[config.mk]
export PLATFORM = sky130hd
export DESIGN_NAME = lifo_stack_with_value_delete_unit
export DESIGN_NICKNAME = d
export VERILOG_FILES = /design/src/rtl/lsvd_pkg.sv /design/src/rtl/lsvd_ram.sv /design/src/rtl/lsvd_dp.sv /design/src/rtl/lsvd_ctrl.sv /design/src/rtl/lifo_stack_with_value_delete_unit.sv
export VERILOG_INCLUDE_DIRS = /design/src /design/src/rtl
export SDC_FILE = /design/constraint.sdc
export NUM_CORES = 2
export LEC_CHECK = 0
export ABC_CLOCK_PERIOD_IN_PS = 11200
export BUFFER_PORTS_ARGS = -buffer_cell sky130_fd_sc_hd__buf_2
export CELL_PAD_IN_SITES_DETAIL_PLACEMENT = 0
export CELL_PAD_IN_SITES_GLOBAL_PLACEMENT = 1
export CORE_MARGIN = 2
export CORE_UTILIZATION = 55
export CTS_BUF_LIST = sky130_fd_sc_hd__clkbuf_8
export DETAILED_ROUTE_END_ITERATION = 10
export PLACE_DENSITY_LB_ADDON = 0.08
export SLEW_MARGIN = 40
export SYNTH_ARGS = -nofsm -noshare
export SYNTH_HDL_FRONTEND = slang
export SYNTH_SLANG_ARGS = --single-unit
export TNS_END_PERCENT = 30
[constraint.sdc]
create_clock -name i_clk -period 11.2 [get_ports i_clk]
set_input_delay 3.36 -clock i_clk [delete_from_list [all_inputs] [get_ports i_clk]]
set_output_delay 3.36 -clock i_clk [all_outputs]
set_load 0.02 [all_outputs]
[src/rtl/assert_macros.svh]
// Assertion macros shared by the RTL files.
`ifndef ASSERT_MACROS_SVH
`define ASSERT_MACROS_SVH
`ifndef SYNTHESIS
// Property checked on every rising clock edge, off while reset is low.
`define ASSERT_PROP(label, clk, rst_n, prop) \
    label: assert property (@(posedge clk) disable iff (!rst_n) prop) \
        else $error("assertion failed");
// Condition that must never hold on a rising clock edge.
`define ASSERT_NEVER(label, clk, rst_n, cond) \
    label: assert property (@(posedge clk) disable iff (!rst_n) !(cond)) \
        else $error("forbidden condition seen");
`else
`define ASSERT_PROP(label, clk, rst_n, prop)
`define ASSERT_NEVER(label, clk, rst_n, cond)
`endif
`endif

[src/rtl/lsvd_pkg.sv]
// Types and constants of the LIFO stack with value delete.
package lsvd_pkg;

    localparam int STACK_DEPTH_DEF = 16;

    typedef enum logic [1:0] {
        ACT_PUSH   = 2'd0,
        ACT_POP    = 2'd1,
        ACT_PEEK   = 2'd2,
        ACT_DELETE = 2'd3
    } t_action;

    typedef enum logic [1:0] {
        ST_DONE      = 2'd0,
        ST_EMPTY     = 2'd1,
        ST_NOT_FOUND = 2'd2,
        ST_FULL      = 2'd3
    } t_status;

    typedef struct packed {
        t_action     action;
        logic [63:0] item_value;
    } t_item;

    typedef struct packed {
        logic [63:0] result_value;
        t_status     status;
        logic [4:0]  entry_count;
    } t_result;

    // read address select of the entry store
    typedef enum logic [1:0] {
        RD_TOP  = 2'd0,
        RD_PTR  = 2'd1,
        RD_NEXT = 2'd2
    } t_rd_sel;

    // scan pointer update
    typedef enum logic [1:0] {
        PTR_HOLD = 2'd0,
        PTR_TOP  = 2'd1,
        PTR_DEC  = 2'd2,
        PTR_INC  = 2'd3
    } t_ptr_op;

    typedef struct packed {
        logic    load;      // latch the request value
        logic    rd_en;
        t_rd_sel rd_sel;
        logic    push_wr;   // write value at count, count + 1
        logic    shift_wr;  // write read data at pointer
        t_ptr_op ptr_op;
        logic    cnt_dec;
        logic    emit;      // present a result
        logic    emit_data; // result carries read data
        t_status status;
    } t_dp_cmd;

    typedef struct packed {
        logic full;
        logic empty;
        logic match;       // read data equals request value
        logic ptr_zero;
        logic ptr_at_top;  // pointer on the top entry
        logic shift_last;  // pointer + 1 is the top entry
    } t_dp_stat;

endpackage

[src/rtl/lsvd_ram.sv]
// Generic single-write, single-read RAM with registered read data.
module lsvd_ram #(
    parameter int WIDTH = 64,
    parameter int DEPTH = 16,
    localparam int AW = (DEPTH > 1) ? $clog2(DEPTH) : 1
) (
    input  logic             i_clk,
    input  logic             i_we,
    input  logic [AW-1:0]    i_waddr,
    input  logic [WIDTH-1:0] i_wdata,
    input  logic             i_re,
    input  logic [AW-1:0]    i_raddr,
    output logic [WIDTH-1:0] o_rdata
);

    logic [WIDTH-1:0] r_mem [DEPTH];
    logic [WIDTH-1:0] r_rdata;

    always_ff @(posedge i_clk) begin
        if (i_we) begin
            r_mem[i_waddr] <= i_wdata;
        end
        if (i_re) begin
            r_rdata <= r_mem[i_raddr];
        end
    end

    assign o_rdata = r_rdata;

endmodule

[src/rtl/lsvd_dp.sv]
// Datapath: entry store, fill count, scan pointer and result register.
`include "assert_macros.svh"
module lsvd_dp import lsvd_pkg::*; #(
    parameter int STACK_DEPTH = STACK_DEPTH_DEF
) (
    input  logic        i_clk,
    input  logic        i_rst_n,
    input  logic [63:0] i_item_value,
    input  t_dp_cmd     i_cmd,
    output t_dp_stat    o_stat,
    output logic        o_valid,
    output t_result     o_result
);

    localparam int AW = $clog2(STACK_DEPTH);
    localparam int CW = $clog2(STACK_DEPTH + 1);
    localparam int XW = (CW > 5) ? CW : 5;

    logic [CW-1:0] r_count, n_count, count_m1;
    logic [AW-1:0] r_ptr, n_ptr;
    logic [63:0]   r_val;
    logic [63:0]   rdata;
    logic [AW-1:0] raddr, waddr;
    logic [63:0]   wdata;
    logic [XW-1:0] count_x;
    logic          r_valid;
    t_result       r_result, n_result;

    assign count_m1 = r_count - CW'(1);

    always_comb begin
        case (i_cmd.rd_sel)
            RD_TOP:  raddr = count_m1[AW-1:0];
            RD_PTR:  raddr = r_ptr;
            RD_NEXT: raddr = r_ptr + AW'(1);
            default: raddr = r_ptr;
        endcase
    end

    assign waddr = i_cmd.push_wr ? r_count[AW-1:0] : r_ptr;
    assign wdata = i_cmd.push_wr ? r_val : rdata;

    lsvd_ram #(
        .WIDTH (64),
        .DEPTH (STACK_DEPTH)
    ) u_ram (
        .i_clk   (i_clk),
        .i_we    (i_cmd.push_wr | i_cmd.shift_wr),
        .i_waddr (waddr),
        .i_wdata (wdata),
        .i_re    (i_cmd.rd_en),
        .i_raddr (raddr),
        .o_rdata (rdata)
    );

    always_comb begin
        n_count = r_count;
        if (i_cmd.push_wr) begin
            n_count = r_count + CW'(1);
        end else if (i_cmd.cnt_dec) begin
            n_count = count_m1;
        end
    end

    always_comb begin
        case (i_cmd.ptr_op)
            PTR_HOLD: n_ptr = r_ptr;
            PTR_TOP:  n_ptr = count_m1[AW-1:0];
            PTR_DEC:  n_ptr = r_ptr - AW'(1);
            PTR_INC:  n_ptr = r_ptr + AW'(1);
            default:  n_ptr = r_ptr;
        endcase
    end

    // entry count is reported modulo 32
    assign count_x = XW'(n_count);

    always_comb begin
        n_result.result_value = i_cmd.emit_data ? rdata : 64'd0;
        n_result.status       = i_cmd.status;
        n_result.entry_count  = count_x[4:0];
    end

    always_ff @(posedge i_clk) begin
        if (!i_rst_n) begin
            r_count <= '0;
            r_valid <= 1'b0;
        end else begin
            r_count <= n_count;
            r_valid <= i_cmd.emit;
        end
    end

    always_ff @(posedge i_clk) begin
        r_ptr <= n_ptr;
        if (i_cmd.load) begin
            r_val <= i_item_value;
        end
        if (i_cmd.emit) begin
            r_result <= n_result;
        end
    end

    assign o_stat.full       = (r_count == CW'(STACK_DEPTH));
    assign o_stat.empty      = (r_count == '0);
    assign o_stat.match      = (rdata == r_val);
    assign o_stat.ptr_zero   = (r_ptr == '0);
    assign o_stat.ptr_at_top = (CW'(r_ptr) == count_m1);
    assign o_stat.shift_last = ((CW'(r_ptr) + CW'(1)) == count_m1);

    assign o_valid  = r_valid;
    assign o_result = r_result;

    `ASSERT_NEVER(a_count_range, i_clk, i_rst_n, r_count > CW'(STACK_DEPTH))
    `ASSERT_NEVER(a_push_full, i_clk, i_rst_n, i_cmd.push_wr && o_stat.full)
    `ASSERT_NEVER(a_dec_empty, i_clk, i_rst_n, i_cmd.cnt_dec && o_stat.empty)

endmodule

[src/rtl/lsvd_ctrl.sv]
// Controller: request sequencing for push, pop, peek and delete.
`include "assert_macros.svh"
module lsvd_ctrl import lsvd_pkg::*; (
    input  logic     i_clk,
    input  logic     i_rst_n,
    input  logic     i_start,
    input  t_action  i_action,
    input  t_dp_stat i_stat,
    output logic     o_busy,
    output t_dp_cmd  o_cmd
);

    typedef enum logic [2:0] {
        S_IDLE,
        S_EXEC,
        S_SCAN_RD,
        S_SCAN_CMP,
        S_SHIFT_RD,
        S_SHIFT_WR
    } t_state;

    t_state  r_state, n_state;
    t_action r_act;
    t_dp_cmd cmd;

    always_comb begin
        n_state = r_state;
        cmd     = '0;
        case (r_state)
            S_IDLE: begin
                // keep the top entry read so pop/peek have it next cycle
                cmd.rd_en  = 1'b1;
                cmd.rd_sel = RD_TOP;
                cmd.load   = i_start;
                if (i_start) begin
                    n_state = S_EXEC;
                end
            end
            S_EXEC: begin
                n_state = S_IDLE;
                case (r_act)
                    ACT_PUSH: begin
                        cmd.emit = 1'b1;
                        if (i_stat.full) begin
                            cmd.status = ST_FULL;
                        end else begin
                            cmd.push_wr = 1'b1;
                            cmd.status  = ST_DONE;
                        end
                    end
                    ACT_POP, ACT_PEEK: begin
                        cmd.emit = 1'b1;
                        if (i_stat.empty) begin
                            cmd.status = ST_EMPTY;
                        end else begin
                            cmd.emit_data = 1'b1;
                            cmd.cnt_dec   = (r_act == ACT_POP);
                            cmd.status    = ST_DONE;
                        end
                    end
                    default: begin
                        if (i_stat.empty) begin
                            cmd.emit   = 1'b1;
                            cmd.status = ST_EMPTY;
                        end else begin
                            cmd.ptr_op = PTR_TOP;
                            n_state    = S_SCAN_RD;
                        end
                    end
                endcase
            end
            S_SCAN_RD: begin
                cmd.rd_en  = 1'b1;
                cmd.rd_sel = RD_PTR;
                n_state    = S_SCAN_CMP;
            end
            S_SCAN_CMP: begin
                if (i_stat.match) begin
                    if (i_stat.ptr_at_top) begin
                        cmd.cnt_dec = 1'b1;
                        cmd.emit    = 1'b1;
                        cmd.status  = ST_DONE;
                        n_state     = S_IDLE;
                    end else begin
                        n_state = S_SHIFT_RD;
                    end
                end else if (i_stat.ptr_zero) begin
                    cmd.emit   = 1'b1;
                    cmd.status = ST_NOT_FOUND;
                    n_state    = S_IDLE;
                end else begin
                    cmd.ptr_op = PTR_DEC;
                    n_state    = S_SCAN_RD;
                end
            end
            S_SHIFT_RD: begin
                cmd.rd_en  = 1'b1;
                cmd.rd_sel = RD_NEXT;
                n_state    = S_SHIFT_WR;
            end
            S_SHIFT_WR: begin
                // move entry above the pointer down one slot
                cmd.shift_wr = 1'b1;
                cmd.ptr_op   = PTR_INC;
                if (i_stat.shift_last) begin
                    cmd.cnt_dec = 1'b1;
                    cmd.emit    = 1'b1;
                    cmd.status  = ST_DONE;
                    n_state     = S_IDLE;
                end else begin
                    n_state = S_SHIFT_RD;
                end
            end
            default: begin
                n_state = S_IDLE;
            end
        endcase
    end

    always_ff @(posedge i_clk) begin
        if (!i_rst_n) begin
            r_state <= S_IDLE;
            r_act   <= ACT_PUSH;
        end else begin
            r_state <= n_state;
            if (cmd.load) begin
                r_act <= i_action;
            end
        end
    end

    assign o_busy = (r_state != S_IDLE);
    assign o_cmd  = cmd;

    `ASSERT_PROP(a_emit_then_idle, i_clk, i_rst_n, cmd.emit |=> !o_busy)
    `ASSERT_NEVER(a_write_conflict, i_clk, i_rst_n, cmd.push_wr && cmd.shift_wr)

endmodule

[src/rtl/lifo_stack_with_value_delete_unit.sv]
// Top level of the LIFO stack with value delete.
//
//  channel   direction  handshake                     payload
//  request   in         i_start, transfer when !o_busy i_item   (t_item)
//  result    out        o_valid, one-cycle strobe      o_result (t_result)
//
// Sequence: push, pop and peek emit their result from the execute state. Delete
// passes it, then reads and compares entries from the top down, then reads and
// writes each entry moved down to close the gap; each step waits on the RAM read.
// Reset: synchronous, active low; clears fill count, controller and strobe.
// Entry RAM is not cleared; only slots below the fill count feed a result.
// Result side cannot stall: o_valid lasts one cycle, a request may transfer then.
module lifo_stack_with_value_delete_unit import lsvd_pkg::*; #(
    parameter int STACK_DEPTH = STACK_DEPTH_DEF
) (
    input  logic    i_clk,
    input  logic    i_rst_n,
    input  logic    i_start,
    input  t_item   i_item,
    output logic    o_busy,
    output logic    o_valid,
    output t_result o_result
);

    t_dp_cmd  dp_cmd;
    t_dp_stat dp_stat;

    // sequencer: decodes the request, walks entries on delete
    lsvd_ctrl u_ctrl (
        .i_clk    (i_clk),
        .i_rst_n  (i_rst_n),
        .i_start  (i_start),
        .i_action (i_item.action),
        .i_stat   (dp_stat),
        .o_busy   (o_busy),
        .o_cmd    (dp_cmd)
    );

    // storage, count, scan pointer and result register
    lsvd_dp #(
        .STACK_DEPTH (STACK_DEPTH)
    ) u_dp (
        .i_clk        (i_clk),
        .i_rst_n      (i_rst_n),
        .i_item_value (i_item.item_value),
        .i_cmd        (dp_cmd),
        .o_stat       (dp_stat),
        .o_valid      (o_valid),
        .o_result     (o_result)
    );

endmodule

Word-level counts from Yosys, hierarchy flattened
Memories as Yosys holds them, arrays and structs flattened. A register that Yosys moved wholly into a read port is not among the register bits.
Index checks and enable logic that the tools add are counted.
- bits in registers: 150
- memory bits (writable): 1024
- bits of input ports: 69
- logic and storage cells: 86
- memories kept: 1
- memories (memory ; words ; width ; rd ports ; clocked after memory_dff ; wr ports ; RTL line ; RTL):
    u_dp.u_ram.r_mem ; 16 ; 64 ; 1 ; 1 ; 1 ; lsvd_ram.sv:16 ; logic [WIDTH-1:0] r_mem [DEPTH];
- add/subtract/negate cells: 5
- eq/ne operators: 16
- muxes and demuxes: 45
- bitwise operators: 1
- reductions and logical operators: 9
- operator list (cell ; count):
    64-bit equality test ; 1
    64-bit 2-to-1 mux ; 1
    4-bit one-hot mux with 3 select lines ; 2
    1-bit 2-to-1 mux ; 20
    2-bit 2-to-1 mux ; 10
    3-bit one-hot mux with 6 select lines ; 1
    3-bit 2-to-1 mux ; 5
    5-bit 2-to-1 mux ; 2
    3-bit one-hot mux with 3 select lines ; 1
    2-bit equality test (second input constant) ; 4
    4-bit one-hot mux with 2 select lines ; 1
    3-bit by 2-bit equality test with 1-bit output (second input constant) ; 2
    3-bit equality test (second input constant) ; 2
    2-bit logical NOT ; 3
    4-bit by 1-bit adder with 5-bit output (second input constant) ; 1
    5-bit by 1-bit adder with 5-bit output (second input constant) ; 1
    4-bit by 5-bit equality test with 1-bit output ; 1
    5-bit equality test ; 1
    5-bit equality test (second input constant) ; 1
    5-bit logical NOT ; 1
    5-bit by 1-bit subtractor with 5-bit output (second input constant) ; 1
    4-bit by 1-bit adder with 4-bit output (second input constant) ; 1
    2-bit by 1-bit equality test with 1-bit output (second input constant) ; 2
    4-bit logical NOT ; 1
    other kinds (10) ; 10

Depth between registers and ports, before layout
- depth after elaboration: 7
- gate-level depth with buffers: 14
- gate-level depth less buffers: 9

Cells and area by module
From an unflattened synthesis, not the netlist that was laid out.
- cells, all modules: 2182
- area, all modules: 47549.4 µm²
- modules (own cells, without submodules) (module ; instances ; cells each ; area an instance (µm²) ; sequential area each (µm²)):
    lsvd_ram ; 1 ; 1647 ; 40222.3 ; 32671.3
    lsvd_dp ; 1 ; 476 ; 6867.8 ; 4294.1
    lsvd_ctrl ; 1 ; 59 ; 459.2 ; 100.1

Least setup slack after synthesis
Ideal clock, no wire load.
- kind: input port to flip-flop
- from: input i_start
- to: register u_dp.r_val[0] (enable)
- arrival time: 5343 ps
- path slack: 5408 ps
- cell stages on the path: 2
- path buffers: 1
- cells stage by stage: and3_1 clkbuf_1
- RTL lines (what ; RTL line ; RTL):
    start, declared ; lifo_stack_with_value_delete_unit.sv:18 ; input logic i_start,
    end signal, assigned ; lsvd_dp.sv:97 ; r_val <= i_item_value;
    end, declared ; lsvd_dp.sv:21 ; logic [63:0] r_val;

Final worst setup path
- from: register u_dp.r_count[0]
- to: memory u_dp.u_ram.r_mem[9][24] (enable)
- cells in the longest elaborated chain, start to end: 7
- elaborated cells on any way between the ends: 8
- those cells by class: eq/ne: 1; mux: 6; bitwise: 1
- RTL lines (what ; RTL line ; RTL):
    start, declared ; lsvd_dp.sv:19 ; logic [CW-1:0] r_count, n_count, count_m1;
    start signal, assigned ; lsvd_dp.sv:89 ; r_count <= n_count;
    5-bit equality test ; lsvd_dp.sv:104 ; assign o_stat.full = (r_count == CW'(STACK_DEPTH));
    1-bit 2-to-1 mux ; lsvd_ctrl.sv:44 ; if (i_stat.full) begin
    1-bit 2-to-1 mux ; lsvd_ctrl.sv:41 ; case (r_act)
    1-bit 2-to-1 mux ; lsvd_ctrl.sv:29 ; case (r_state)
    1-bit bitwise OR ; lsvd_dp.sv:48 ; .i_we (i_cmd.push_wr | i_cmd.shift_wr),
    1-bit 2-to-1 mux ; lsvd_ram.sv:20 ; if (i_we) begin
    1-bit 2-to-1 mux (not written as such) ; lsvd_ram.sv:21 ; r_mem[i_waddr] <= i_wdata;
    end, declared ; lsvd_ram.sv:16 ;
Parallel ways exist; a longest one is shown, timed or not.

==> reports/results.tsv <==
stage	metric	value	unit
run_status	outcome	completed	
power	Reg power frac	52.5	%
global_routing	vias in the first global route	30400	
synth	mux contribution to synthesized area	0.202	%
finish	fin area	55400	um2
die	die height	304	um
worst_setup_path	critical path's slowest cell	dfxtp_1	
clock_network	clock-pin slew on the worst setup and hold paths	0.06	ns
timing	Final Hold Fails	0	
timing	FMAX	178	MHz
routing	wire per inst	24.3	um
synth	Yosys top cell by area	edfxtp_1	
placement	Cells after DPL	5020	
die	Die W	304	um
die	Core ar.	89700	um2
worst_setup_path	critical path startpoint category	flip-flop	
worst_setup_path	CP peak stage delay	0.81	ns
synth	xor and xnor area share after synthesis	1.42	%
global_routing	first-pass GRT wire length	193000	um
worst_setup_path	kind of end point of the critical path	flip-flop	
power	maximum VDD drop	0.000123	V
worst_hold_path	Hold Crit Class	flip-flop to flip-flop	
routing	routed vias/inst	5.80	
clock_network	CTS resizes	0	
synth	FFs w/ async S/R, synth	0	%
synth	top-area cell type share of the netlist area	74.2	%
routing	top sig layer	met4	
synth	Syn Area/Cell	12.8	um2
run	MaxCap Viol Count	0	
routing	1st-pass router iterations	6	
clock_network	Post-CTS Setup Inserts	0	
synth	yosys warns	0	
timing	setup TNS	0	ns
synth	main combinational cell family by area after synthesis	simple AND/OR/NAND/NOR gates	
worst_setup_path	CP arrival	6.07	ns
clock_network	# clock sinks	1238	
clock_network	H-tree depth	4	
synth	syn_nets	3954	
timing	Max Slew Vio Count	0	
synth	synthesized instance count	3876	
routing	# DRC	0	
global_routing	largest net degree at the start of global routing	199	
synth	Post-Synth Simple-Gate Area	16.6	%
clock_network	total CTS buffers	198	
synth	Post-synth EDFFs	1227	
synth	compound-cell area share of the yosys netlist	4.91	%
clock_network	Clock Tree Root	clkbuf_8	
die	row count	110	
placement	IO Port Bufs	141	
synth	Seq/Total Area, Yosys	74.7	%
worst_setup_path	CP max FO	47	
die	I/O pin total	142	
timing	min cycle time layout	5.61	ns
clock_network	Worst-Skew Late Latency	0.85	ns
routing	Vias	31200	
timing	unrepaired setup endpoints after global routing	false	
finish	layout cells sized above 1	11.3	%
worst_setup_path	data required time of the critical path	11.66	ns
power	switching power	3.29	mW
global_routing	total track usage	28.1	%
clock_network	CTS tree	done	
power	Pleak	20.5	nW
power	clock power share	31.0	%
finish	Layout area overhead	11.6	%
power	Pwr per Cell Area	203	nW/um2
clock_network	CTS Hold Buffers Added	0	
worst_setup_path	critical path class	flip-flop to flip-flop	
finish	final std cells w/o fill	5385	
global_routing	gr ovfl total	0	
routing	WL met1	55100	um
finish	Fillers	6994	
placement	Cell Area, Placed	51800	um2
synth	post-synthesis adder-cell area fraction	0.227	%
clock_network	Max Buffers Root-to-Sink	3	
power	Internal	7.96	mW
routing	ANT nets after route	0	
power	Comb pwr share	16.5	%
routing	metal2 WL	61500	um
timing	worst slew pin tran	0.875	ns
synth	Cell Area, Synth	49600	um2
placement	dpl hpwl	70500	um
routing	final wirelength	131000	um
finish	Final #Nets	4125	
timing	Clock Skews	0.0302	ns
global_routing	initial antenna violation count	4	
synth	Synth area leaders	edfxtp_1 (74%), nand2_1 (11%), o211ai_1 (3.9%)	
worst_setup_path	most used cell, CP	buf_4	
timing	Rel. slew slack	41.2	%
power	Sw Ratio	29.3	%
synth	Most used DFF post-synth	edfxtp_1	
synth	Yosys cell types	62	
die	initial core utilization	55.3	%
die	Die ar.	92700	um2
timing	crit share post-route	50.1	%
routing	DR WL met3	9720	um
routing	Iteration-0 DRC Markers	3276	
synth	post-synthesis register bit count	1238	
worst_setup_path	crit-path cells	inv_1, ha_1, nand3_1, and3_4, buf_4, nand2_1, o22a_1, nor2_4, buf_4, buf_4	
placement	routability-driven placement congestion ratio	0.850	
timing	final setup violation count	0	
==> Yosys cell counts, drive strengths merged, types with 3 or more instances <==
cell type  count
mux2i         10
edfxtp      1227
nor2          40
o211ai       256
nor4          10
and2          66
clkbuf       161
o22ai          3
dfxtp         11
nor3          11
nand4         83
o21a           4
o22a           3
nand3        264
a211oi         6
xnor2         75
and3           5
inv           15
a31oi          8
o21ai         10
buf           71
a221oi         3
nand2       1482
a21oi         13
ha             9
==> state kept, by name, summed over array words and instances, names as in the netlist <==
register / count
u_dp.r_count: 5
u_dp.r_val: 64
u_ctrl.r_act: 2
u_dp.o_valid: 1
u_dp.r_ptr: 4
u_ctrl.r_state: 3
u_dp.u_ram.o_rdata: 64
u_dp.o_result: 71
u_dp.u_ram.r_mem: 1024
==> cell usage in the layout (no fill, tap or decap), types with 3 or more instances in the layout <==
cell type,instances
nand3_1,263
bufinv_16,3
clkinv_2,9
a21oi_1,11
and3_4,4
inv_1,101
o211ai_1,256
clkbuf_8,207
nor3_1,10
buf_2,141
nand4_1,83
buf_12,7
buf_16,5
buf_4,36
nand2_1,1482
buf_6,12
a31oi_2,5
dfxtp_1,11
xnor2_1,73
o21a_1,3
inv_6,3
mux2i_1,10
a211oi_1,6
edfxtp_1,1227
and2_1,66
ha_1,9
a31oi_1,3
o22a_1,3
o21ai_0,8
nor4_1,9
nor2_1,19
nor2_4,21
clkinv_1,48
==> power groups by stage <==
stage	registers [mW]	clock network (mW)	logic [mW]
finish	5.91	3.49	1.86
global route	5.92	3.76	2.03
CTS	5.90	3.56	1.85
detailed placement	5.99	0	1.84
global placement	5.99	0	1.77
floorplan	5.93	0	1.15
==> cell type report <==
cell class              count  area, um2  area share (%)
clock inverters           153        699            1.26
well taps                1176       1470            2.66
inverters                  15       56.3           0.102
flip-flops and latches   1238      37100            66.9
multi-input cells        2391      11800            21.4
diodes                      2       5.00         0.00903
clock buffers             207       2850            5.14
repair buffers            203       1430            2.58
==> path summary, 6_finish.rpt <==
path	end	slack (ns)	startpoint	cells after the start
max reg2reg	u_dp.u_ram.r_mem[9][24]$_DFFE_PP_	5.59	u_dp.r_count[0]$_SDFF_PN0_	10
min reg2reg	u_dp.o_result[65]$_SDFFCE_PN0P_	0.61	u_dp.u_ram.o_rdata[58]$_DFFE_PP_	1
min	u_dp.o_result[65]$_SDFFCE_PN0P_	0.61	u_dp.u_ram.o_rdata[58]$_DFFE_PP_	1
max	u_dp.u_ram.r_mem[9][24]$_DFFE_PP_	5.59	u_dp.r_count[0]$_SDFF_PN0_	10
==> metal layers <==
metal / track usage [%] / vias to the layer above
li1: - / 14300
met1: 38.8 / 15400
met2: 44.5 / 1259
met3: 5.60 / 246
met4: 10.9 / 0
met5: 0 / -
==> per-stage QoR <==
step	power [mW]	worst slack, ns	hold slack, ns	utilization, %
floorplan	7.08	5.41	0.572	-
global placement	7.76	5.59	0.581	57.5
detailed placement	7.84	5.37	0.603	57.7
CTS	11.3	5.35	0.611	61.7
global route	11.7	5.39	0.636	61.7
finish	11.3	5.59	0.610	61.8
==> critical path: cells and delay by family, from the launching register on <==
kind	cells	cell delay, ns
fa+ha+maj	1	0.31
buf+inv	4	2.12
compound gates	1	0.40
simple gates	4	1.49
flops	1	0.81
==> cell families (layout without fill, tap and decap cells) <==
group                    after synthesis  count (layout)
flip-flops                          1238            1238
AND/OR/NAND/NOR                     1969            1969
AO/OA/AOI/OAI                        325             325
multiplexers                          10              10
XOR/XNOR                              78              78
adder cells (fa/ha/maj)                9               9
buffers and inverters                247             578
other                                  0               2
(Power assumes the default switching activity.)
